--- src/rtl/dsfc_pkg.sv ---
// Package for the binary64 to binary32 converter.
// Holds format constants and the conversion function; no dependencies.
package dsfc_pkg;
  localparam logic [10:0] EXP_ONES_D = 11'h7FF;
  localparam logic [31:0] INF_S = 32'h7F80_0000;

  // Round-to-nearest-even right shift of a 53-bit significand, sh in 1..53.
  function automatic logic [52:0] round_shift(input logic [52:0] sig, input logic [5:0] sh);
    logic [52:0] q;
    logic [52:0] msk;
    logic [52:0] rem;
    logic [52:0] half;
    logic        up;
    q    = sig >> sh;
    msk  = ~(53'h1F_FFFF_FFFF_FFFF << sh);
    rem  = sig & msk;
    half = 53'h1 << (sh - 6'd1);
    up   = (rem > half) || ((rem == half) && q[0]);
    return q + {52'd0, up};
  endfunction

  function automatic logic [31:0] convert(input logic [63:0] d);
    logic        s;
    logic [10:0] ef;
    logic [52:0] sig;
    logic [52:0] q;
    logic [31:0] mag;
    logic [10:0] sh;
    convert = 32'd0;
    s   = d[63];
    ef  = d[62:52];
    sig = {1'b1, d[51:0]};
    q   = round_shift(sig, 6'd29);
    // sh = 29 + (897 - ef) for ef below 897
    sh  = 11'd926 - ef;
    if (ef == 11'd0) begin
      convert = 32'd0;
    end else if (ef == EXP_ONES_D || ef > 11'd1150) begin
      convert = {s, INF_S[30:0]};
    end else if (ef >= 11'd897) begin
      // exponent field of result: ef - 896 - 1, plus carry from hidden bit
      mag = {1'b0, 8'(ef - 11'd897), 23'd0} + q[31:0];
      if (mag >= INF_S) mag = INF_S;
      convert = {s, mag[30:0]};
    end else if (sh >= 11'd54) begin
      convert = {s, 31'd0};
    end else begin
      q = round_shift(sig, sh[5:0]);
      convert = {s, q[30:0]};
    end
  endfunction
endpackage

--- src/rtl/double_to_single_float_convert.sv ---
// Top level of the binary64 to binary32 converter.
// Depends on dsfc_pkg for the conversion function.
//
// Input channel: in_valid/in_stall with double_bits. Output channel:
// out_valid/out_stall with single_bits. A beat is taken when valid is
// high and stall is low. The input word is registered at the accepting
// edge, converted by combinational logic and loaded into the result
// register when the result stage advances; throughput is one word per
// cycle while the output is not stalled. The input
// and result stages advance together whenever the result stage is empty or
// being taken, so a stall on the output backs up into in_stall only when
// both stages hold data. Reset clears both valid flags; no word survives.
module double_to_single_float_convert (
  input  logic        clk,
  input  logic        rst,
  input  logic        in_valid,
  output logic        in_stall,
  input  logic [63:0] double_bits,
  output logic        out_valid,
  input  logic        out_stall,
  output logic [31:0] single_bits
);
  logic        v1;
  logic [63:0] d1;
  logic        adv2;
  logic        adv1;

  assign adv2     = !out_valid || !out_stall;
  assign adv1     = !v1 || adv2;
  assign in_stall = !adv1;

  always_ff @(posedge clk) begin
    if (rst) begin
      v1        <= 1'b0;
      out_valid <= 1'b0;
    end else begin
      if (adv1) v1 <= in_valid;
      if (adv2) out_valid <= v1;
    end
    if (adv1 && in_valid) d1 <= double_bits;
    if (adv2 && v1) single_bits <= dsfc_pkg::convert(d1);
  end
endmodule

--- config.mk ---
export PLATFORM = sky130hd
export DESIGN_NAME = double_to_single_float_convert
export DESIGN_NICKNAME = d
export VERILOG_FILES = /design/src/rtl/dsfc_pkg.sv /design/src/rtl/double_to_single_float_convert.sv
export SDC_FILE = /design/constraint.sdc
export NUM_CORES = 1
export LEC_CHECK = 0
export BUFFER_PORTS_ARGS = -buffer_cell sky130_fd_sc_hd__buf_2
export CAP_MARGIN = 20
export CORE_MARGIN = 5
export CORE_UTILIZATION = 59
export CTS_CLUSTER_SIZE = 12
export DETAILED_ROUTE_END_ITERATION = 8
export PLACE_DENSITY_LB_ADDON = 0.25
export SYNTH_ARGS = -nofsm -noshare
export SYNTH_HDL_FRONTEND = slang
export SYNTH_SLANG_ARGS = --single-unit
--- constraint.sdc ---
create_clock -name clk -period 16.2 [get_ports clk]
set_clock_uncertainty 0.05 [all_clocks]
set_input_delay 0.81 -clock clk [delete_from_list [all_inputs] [get_ports clk]]
set_output_delay 0.81 -clock clk [all_outputs]
set_load 0.1 [all_outputs]
==> results.cfg, run 1 <==
[synthesis]
seq_area_frac_synth_pct = 26.3
dominantRegCellSynth = edfxtp_1
synth_cells = 1154
ys_ff_latch = 98
synth.distinct_cells = 90
yosys_warnings = 0
synth_area_per_cell_um2 = 9.64
syn_area_um2 = 11100
synth_edf_count = 96
synthArstFlopShare_pct = 0
synth_nets = 1287

[detailed_routing]
initialDrtViolationCount = 1521
antenna_left = 0
vias = 10467
drc = 0
drt_pre_antenna_iters = 8
vias_per_cell = 7.28
drt-total-wl_mm = 37.3
wl_per_cell_um = 26.0

[worst_setup_path]
path_max_fanout = 72
rr_worst_depth = 22
criticalPathCategory = reg -> reg
endpoint_kind = flip-flop
cp.required_ns = 16.24
start_kind = flip-flop
cp.arrival_ns = 8.74

[place]
globalplace.congestion = 1.04
dpl.hpwl_mm = 28.1
io_buffers = 101
dpl-instance-area_um2 = 11600

[run_status]
outcome = finished clean

[global_routing]
grt_pass1_wl_mm = 57.1
antenna_found_initial = 0
overflow = 0
grt_use_total_pct = 33.9
grt_max_degree = 73
grt_pass1_vias = 9734

[timing]
post-route-min-period_ns = 8.70
rsz0062_at_grt = no
max_slew_margin_pct = 30.2
setup_viol = 0
fmax_mhz = 115
drv_slew = 0
setup_tns_ns = 0
worst_pin_slew_ns = 1.04
period_share_pct = 53.7
hold_viol = 0

[power_and_ir_drop]
p_sw_share_pct = 40.3
p_switching_w = 0.000369
clockPowerShare_pct = 22.7
combinationalPowerShare_pct = 42.5
p_leak_nw = 4.48
seqPwrFrac_pct = 34.8
power_density_nw_per_um2 = 76.9
irDropWorstVdd_mv = 0.0564
p_int_w = 0.000547

[clock_network]
htreeDepth = 3
postCtsSetupBuffers = 0
cts_buffers = 9
cts.clk_slew.worst_paths_ns = 0.07
cts_tree = built
clockBufferDepth = 2
cts_resized = 0
clk_latency_ns = 0.36
cts_sinks = 98
cts_root_buf = clkbuf_16
hold_buffers = 0

[floorplanning]
dieArea_um2 = 21700
die_w_um = 147
ios = 102
core_um2 = 18600
die_height_um = 147
start_util_pct = 59.6
num_rows = 50

[worst_hold_path]
hold_depth = 2
min_path_type = reg -> reg

[layout]
area_delta_synth_final_pct = 7.20
finalInstanceArea_um2 = 11900
fin_nets = 1331
drive_gt1_share_pct = 22.0
fillers = 1573
antenna_cells = 0

[job]
cap_violations = 0
## layout make-up
type | instances | area (um^2) | area share (%)
clock buffers | 10 | 229 | 1.92
clock inverters | 6 | 48.8 | 0.409
inverters | 15 | 56.3 | 0.472
multi-input cells | 954 | 7720 | 64.8
flip-flops and latches | 98 | 2920 | 24.5
well taps | 234 | 293 | 2.46
repair buffers | 120 | 652 | 5.47
## stage by stage
stage / total power [W] / std cells / setup WS [ns] / util, % / hold WS (ns)
5_1_grt: 0.000953 / 1437 / 6.78 / 63.9 / 0.493
3_5_place_dp: 0.000699 / 1419 / 7.72 / 62.3 / 0.426
6_report: 0.000917 / 1437 / 7.50 / 63.9 / 0.438
3_3_place_gp: 0.000698 / 1419 / 7.92 / 62.3 / 0.407
4_1_cts: 0.000906 / 1435 / 7.69 / 63.8 / 0.444
2_1_floorplan: 0.000602 / 1154 / 9.22 / - / 0.394
## Yosys cell counts, types with 9 or more instances
cell type / number / area, um^2
nand2_1: 106 / 398
clkbuf_1: 42 / 158
o211ai_1: 16 / 120
mux2i_1: 28 / 280
xnor2_1: 23 / 201
a32oi_1: 9 / 78.8
xor2_1: 29 / 254
o22ai_1: 15 / 93.8
nor2b_1: 16 / 100
nand4_1: 30 / 188
a21o_1: 27 / 203
nand3_1: 68 / 340
inv_1: 14 / 52.6
a31oi_1: 10 / 62.6
a22oi_1: 15 / 113
o21ai_0: 42 / 210
nor4_1: 14 / 87.6
mux4_2: 62 / 1400
a21boi_0: 15 / 113
and2_1: 30 / 188
mux2_2: 32 / 360
edfxtp_1: 96 / 2880
a21oi_1: 55 / 275
nor3_1: 21 / 105
a211o_1: 12 / 105
ha_1: 65 / 813
nor2_1: 66 / 248
and3_1: 22 / 138
buf_2: 19 / 95.1
o21a_1: 15 / 113
buf_4: 9 / 67.6
## critical path, cell delays in order, from the launching register on
cell and delay (ns):
edfxtp_1 0.32, buf_4 0.70, inv_2 0.47, ha_4 1.05, nand2_1 0.22, o21ai_0 0.26, xor2_1 0.38, nor2b_1 0.86
nand3_1 0.15, ha_1 0.33, nand4_1 0.13, nor4_1 0.46, nand2_1 0.14, a2111oi_0 0.38, o21ai_0 0.14, a21oi_1 0.40
ha_1 0.28, ha_1 0.26, and2_1 0.15, nand4_1 0.31, nor3_2 0.33, a21oi_1 0.11, or4b_1 0.49
## metal layers
layer,global-route usage (%),vias up,routed length [um]
met2,51.0,760,16100
met4,16.7,0,2170
met5,0,-,0
met3,8.30,151,4500
li1,-,4603,-
met1,45.9,4953,14500
## power groups by stage
stage | Clock [W] | Combinational [W] | Sequential [W]
finish | 0.000208 | 0.000389 | 0.000319
global route | 0.000221 | 0.000411 | 0.000320
CTS | 0.000210 | 0.000377 | 0.000318
detailed placement | 0 | 0.000376 | 0.000323
global placement | 0 | 0.000375 | 0.000323
floorplan | 0 | 0.000258 | 0.000344
## registers in the layout (all words and copies together), names as in the netlist
| register | cells |
|---|---|
| d1 | 64 |
| out_valid | 1 |
| single_bits | 32 |
| v1 | 1 |
## final timing paths
kind          start               to  slack (ns)
max          d1[52]  single_bits[24]        7.50
min              v1        out_valid        0.44
max reg2reg  d1[52]  single_bits[24]        7.50
min reg2reg      v1        out_valid        0.44
## logic make-up after synthesis
family	Yosys count	share of synthesized area (%)
multiplexers	125	18.7
buffers and inverters	102	4.85
AO/OA/AOI/OAI	284	17.9
AND/OR/NAND/NOR	427	20.6
adder cells (fa/ha/maj)	65	7.31
flip-flops	98	26.3
XOR/XNOR	53	4.34
## placed cells by master (no fill, tap or decap), drive strengths merged, types with 28 or more instances in the layout
master / instances
nand3: 68
edfxtp: 96
mux4: 62
o21ai: 43
and2: 30
nand4: 31
mux2i: 28
a21oi: 55
nand2: 107
xor2: 30
nor2: 66
buf: 120
mux2: 35
ha: 65
Power figures use the tool's default switching activity.
==> run 2, diff against run 1 <==
Settings changed: CORE_UTILIZATION 59 to 56.
Clock period 16.2 ns to 7.25 ns, I/O delays scaled along.
==> results.cfg, run 2 (same netlist as run 1, synthesis figures left out) <==
[clock_network]
cts_tree = built
htreeDepth = 3
postCtsSetupBuffers = 0
cts_sinks = 98
cts.clk_slew.worst_paths_ns = 0.08
cts_buffers = 9
clockBufferDepth = 2
hold_buffers = 0
cts_root_buf = clkbuf_16
clk_latency_ns = 0.37
cts_resized = 0

[place]
io_buffers = 101
dpl.hpwl_mm = 30.4
pre_cts_ws_ns = 0.844
globalplace.congestion = 1.02
dp.cells = 1475
dpl-instance-area_um2 = 11900

[layout]
antenna_cells = 0
fin_nets = 1354
mostFrequentLayoutCells = 106 x nand2_1, 101 x buf_2, 96 x edfxtp_1
largest_reg_flops = 64
reg.largest.list = d1 (64), single_bits (32)
regMostFlops = d1
instances_no_fill = 1491
finalInstanceArea_um2 = 12200
layout_commonest_cell = nand2_1
area_delta_synth_final_pct = 9.29
drive_gt1_share_pct = 23.5

[timing]
period_share_pct = 90.4
post-route-min-period_ns = 6.55
max_slew_margin_pct = 29.4
worst_pin_slew_ns = 1.05
worst_hold_slack_ns = 0.106
hold_viol = 0
setup_viol = 0
fin_ws_ns = 0.695
fmax_mhz = 153
setup_tns_ns = 0
drv_slew = 0
rsz0062_at_grt = no

[power_and_ir_drop]
irDropWorstVdd_mv = 0.117
combinationalPowerShare_pct = 41.9
p_sw_share_pct = 40.1
seqPwrFrac_pct = 33.9
p_switching_w = 0.000848
p_leak_nw = 4.60
power_density_nw_per_um2 = 174
clockPowerShare_pct = 24.3
p_int_w = 0.00127

[worst_setup_path]
max_stage_delay_ns = 0.79
start_kind = flip-flop
criticalPathCategory = reg -> reg
cp.arrival_ns = 6.61
cp.required_ns = 7.31
endpoint_kind = flip-flop
crit_top_cell = ha_1
crit_path_top_delay_cell = edfxtp_1
crit_chain = nand3_1 > xnor2_2 > buf_4 > xnor2_1 > nor2b_1 > buf_4 > nand3_1 > ha_1 > nand4_1 > nor4_1 > nand2_1 > a2111oi_0 > o21ai_0 > a21oi_1 > ha_1 > ha_1 > and2_1 > nand4_1 > nor3_2 > a21oi_1 > or4b_1
path_max_fanout = 30

[global_routing]
grt_use_total_pct = 34.7
grt_pass1_wl_mm = 59.5
grt_pass1_vias = 9887
antenna_found_initial = 0
overflow = 0
grt_max_degree = 65

[floorplanning]
dieArea_um2 = 22800
num_rows = 51
start_util_pct = 56.9
core_um2 = 19500
ios = 102
die_height_um = 151
die_w_um = 151

[detailed_routing]
drc = 0
drt_pre_antenna_iters = 6
vias_per_cell = 7.05
initialDrtViolationCount = 1527
wl_per_cell_um = 26.5
vias = 10519
drt-total-wl_mm = 39.5
antenna_left = 0

[worst_hold_path]
min_path_type = in -> reg

[run_status]
outcome = finished clean

[job]
cap_violations = 0
[run 2: cell types whose count changed in the layout (fill, tap and decap cells not counted), sizes merged]
cell | previous run | this run
buf | 120 | 143
clkinv | 1 | 0
bufinv | 0 | 1
[run 2: power groups by stage]
| stage | clock network [W] | logic (W) | registers (W) |
|---|---|---|---|
| floorplan | 0 | 0.000576 | 0.000769 |
| global placement | 0 | 0.000857 | 0.000724 |
| detailed placement | 0 | 0.000857 | 0.000725 |
| CTS | 0.000518 | 0.000861 | 0.000713 |
| global route | 0.000543 | 0.000935 | 0.000718 |
| finish | 0.000514 | 0.000886 | 0.000716 |
[run 2: critical path: cells and delay by family (launching register included)]
| family | cells | cell delay (ns) |
|---|---|---|
| XOR/XNOR | 2 | 0.46 |
| AND/OR/NAND/NOR | 10 | 2.57 |
| buffers and inverters | 2 | 0.63 |
| flip-flops | 1 | 0.79 |
| adder cells (fa/ha/maj) | 3 | 0.87 |
| AO/OA/AOI/OAI | 4 | 0.88 |
[run 2: worst paths after layout]
path	slack (ns)	end	start	cells after the start
max	0.70	single_bits[24]	d1[55]	21
min	0.11	out_valid	rst	2
min reg2reg	0.45	out_valid	v1	2
max reg2reg	0.70	single_bits[24]	d1[55]	21
[run 2: metrics by stage]
step                      power, W  utilization [%]
after detailed placement   0.00158             60.7
after global routing       0.00220             62.2
after floorplan            0.00134                -
after CTS                  0.00209             62.2
final                      0.00212             62.2
after global placement     0.00158             60.7
[run 2: area by class of cell]
cell class,instances,area (um^2)
inverter,15,56.3
sequential,98,2920
clock buffer,10,229
tap,265,332
timing repair buffer,143,821
fill,1666,7370
multi-input combinational,954,7720
clock inverter,6,73.8
[run 2: routing by layer]
metal / track usage [%] / wire length [um] / share of wire (%) / up-vias
met5: 0 / 0 / 0 / -
met3: 8.53 / 4660 / 12 / 130
li1: - / - / - / 4656
met1: 47.3 / 15600 / 39 / 4976
met4: 17.7 / 2210 / 5.6 / 0
met2: 51.4 / 17000 / 43 / 757
==> run 3, diff against run 2 <==
Clock period 7.25 ns to 5.87 ns, I/O delays scaled along.
==> results.cfg, run 3 (same netlist as run 1, synthesis figures left out) <==
[global_routing]
grt_pass1_vias = 9975
grt_pass1_wl_mm = 58.4
overflow = 0
grt_use_total_pct = 33.8
antenna_found_initial = 0
grt_max_degree = 67

[detailed_routing]
drt_pre_antenna_iters = 8
highest_layer = met4
wl_met2_mm = 16.7
antenna_left = 0
wl_per_cell_um = 25.4
vias_per_cell = 7.01
initialDrtViolationCount = 1796
drc = 0
route.met3.wl_mm = 4.59
drt-total-wl_mm = 38.7
vias = 10683
met1_length_mm = 15.1

[layout]
largest_reg_flops = 64
area_delta_synth_final_pct = 13.3
drive_gt1_share_pct = 27.3
layout_commonest_cell = nand2_1
finalInstanceArea_um2 = 12600
regMostFlops = d1
reg.largest.list = d1 (64), single_bits (32)
fin_util_pct = 64.5
antenna_cells = 0
instances_no_fill = 1523
mostFrequentLayoutCells = 105 x nand2_1, 101 x buf_2, 96 x edfxtp_1
fin_nets = 1386

[power_and_ir_drop]
irDropWorstVdd_mv = 0.150
p_leak_nw = 4.79
clockPowerShare_pct = 23.4
combinationalPowerShare_pct = 43.4
p_int_w = 0.00160
seqPwrFrac_pct = 33.2
power_density_nw_per_um2 = 210
p_sw_share_pct = 39.6
p_switching_w = 0.00105

[worst_setup_path]
cp.required_ns = 5.92
max_stage_delay_ns = 0.71
cp.arrival_ns = 5.73
crit_path_top_delay_cell = buf_4
r2r-end = single_bits[24]
rrSetupSlack_ns = 0.19
rr_worst_depth = 19
endpoint_kind = flip-flop
path_max_fanout = 66
criticalPathCategory = reg -> reg
start_kind = flip-flop
crit_top_cell = buf_4
reg2reg_from = d1[53]
crit_chain = buf_4 > inv_1 > ha_4 > buf_4 > mux2_2 > mux2_2 > mux4_2 > mux4_2 > nor3_1 > a21oi_2 > ha_2 > ha_4 > and2_1 > nand4_1 > buf_4 > nor3_2 > buf_4 > nand3_1 > or4b_1

[timing]
drv_slew = 0
max_slew_margin_pct = 30.1
rsz0062_at_grt = no
setup_viol = 0
period_share_pct = 96.7
hold_viol = 0
worst_pin_slew_ns = 1.04
fmax_mhz = 176
post-route-min-period_ns = 5.68

[run_status]
outcome = finished clean

[worst_hold_path]
hold_depth = 2
min_path_type = in -> reg
holdPathEnd = out_valid
worst_hold_startpoint = rst

[clock_network]
clockBufferDepth = 2
cts_buffers = 9
cts_tree = built
clk_latency_ns = 0.36
cts.clk_slew.worst_paths_ns = 0.07
cts_root_buf = clkbuf_16
cts_sinks = 98
hold_buffers = 0
htreeDepth = 3

[floorplanning]
dieArea_um2 = 22800
die_w_um = 151
die_height_um = 151
core_um2 = 19500
start_util_pct = 56.9
ios = 102
num_rows = 51

[place]
dp.cells = 1505
globalplace.congestion = 1.07
dpl-instance-area_um2 = 12200
io_buffers = 101
dpl.hpwl_mm = 29.3

[job]
cap_violations = 0
run 3: cell types whose count changed in the layout (fill, tap and decap cells not counted), moves of 3 or more:
cell	before	now
ha_4	1	4
buf_6	0	5
ha_1	64	58
nand3_1	68	65
buf_4	42	69
ha_2	0	3
nor2b_1	15	12
run 3: how the worst max path moves through the flow:
stage | end | start | slack, ns
2_1_floorplan | single_bits[24] | d1[52] | -0.19
5_1_grt | single_bits[24] | d1[53] | 0.004
4_1_cts | single_bits[18] | d1[53] | 0.14
3_5_place_dp | single_bits[18] | d1[53] | 0.17
6_report | single_bits[24] | d1[53] | 0.19
3_3_place_gp | single_bits[18] | d1[53] | 0.33
run 3: layer usage:
layer | global-route usage (%) | up-vias
met2 | 50.6 | 814
met4 | 16.2 | 0
met3 | 7.63 | 183
met5 | 0 | -
met1 | 46.7 | 4981
li1 | - | 4705
run 3: power by group through the flow:
stage	Combinational (W)	Sequential (W)	Clock [W]
2_1_floorplan	0.000735	0.000949	0
3_3_place_gp	0.00109	0.000886	0
3_5_place_dp	0.00109	0.000888	0
4_1_cts	0.00110	0.000872	0.000630
5_1_grt	0.00121	0.000878	0.000659
6_report	0.00115	0.000877	0.000619
run 3: worst max-delay path, delay by kind of cell (launching register included):
kind | cells | cell delay, ns
mux | 4 | 1.82
buf+inv | 5 | 1.27
compound gates | 1 | 0.08
flops | 1 | 0.42
simple gates | 6 | 0.95
fa+ha+maj | 3 | 0.75
run 3: through the flow:
stage | setup WS (ns) | power [W] | hold slack (ns) | TNS (ns)
4_1_cts | 0.143 | 0.00260 | 0.0389 | 0
6_report | 0.194 | 0.00264 | 0.0447 | 0
2_1_floorplan | -0.190 | 0.00168 | 0.316 | -0.360
5_1_grt | 0.00366 | 0.00274 | 0.0447 | 0
3_5_place_dp | 0.170 | 0.00198 | 0.418 | 0
3_3_place_gp | 0.333 | 0.00197 | 0.406 | 0
run 3: cell type report:
class,count,area (um^2)
clock inverter,6,73.8
fill,1631,6930
sequential,98,2920
timing repair buffer,175,1080
inverter,15,63.8
tap,265,332
clock buffer,10,229
multi-input combinational,954,7900
run 3: repair_timing:
item	CTS	global route
hold endpoints to repair	0	0
buffers inserted	0	2
setup endpoints to repair	0	21
resized for setup	0	19
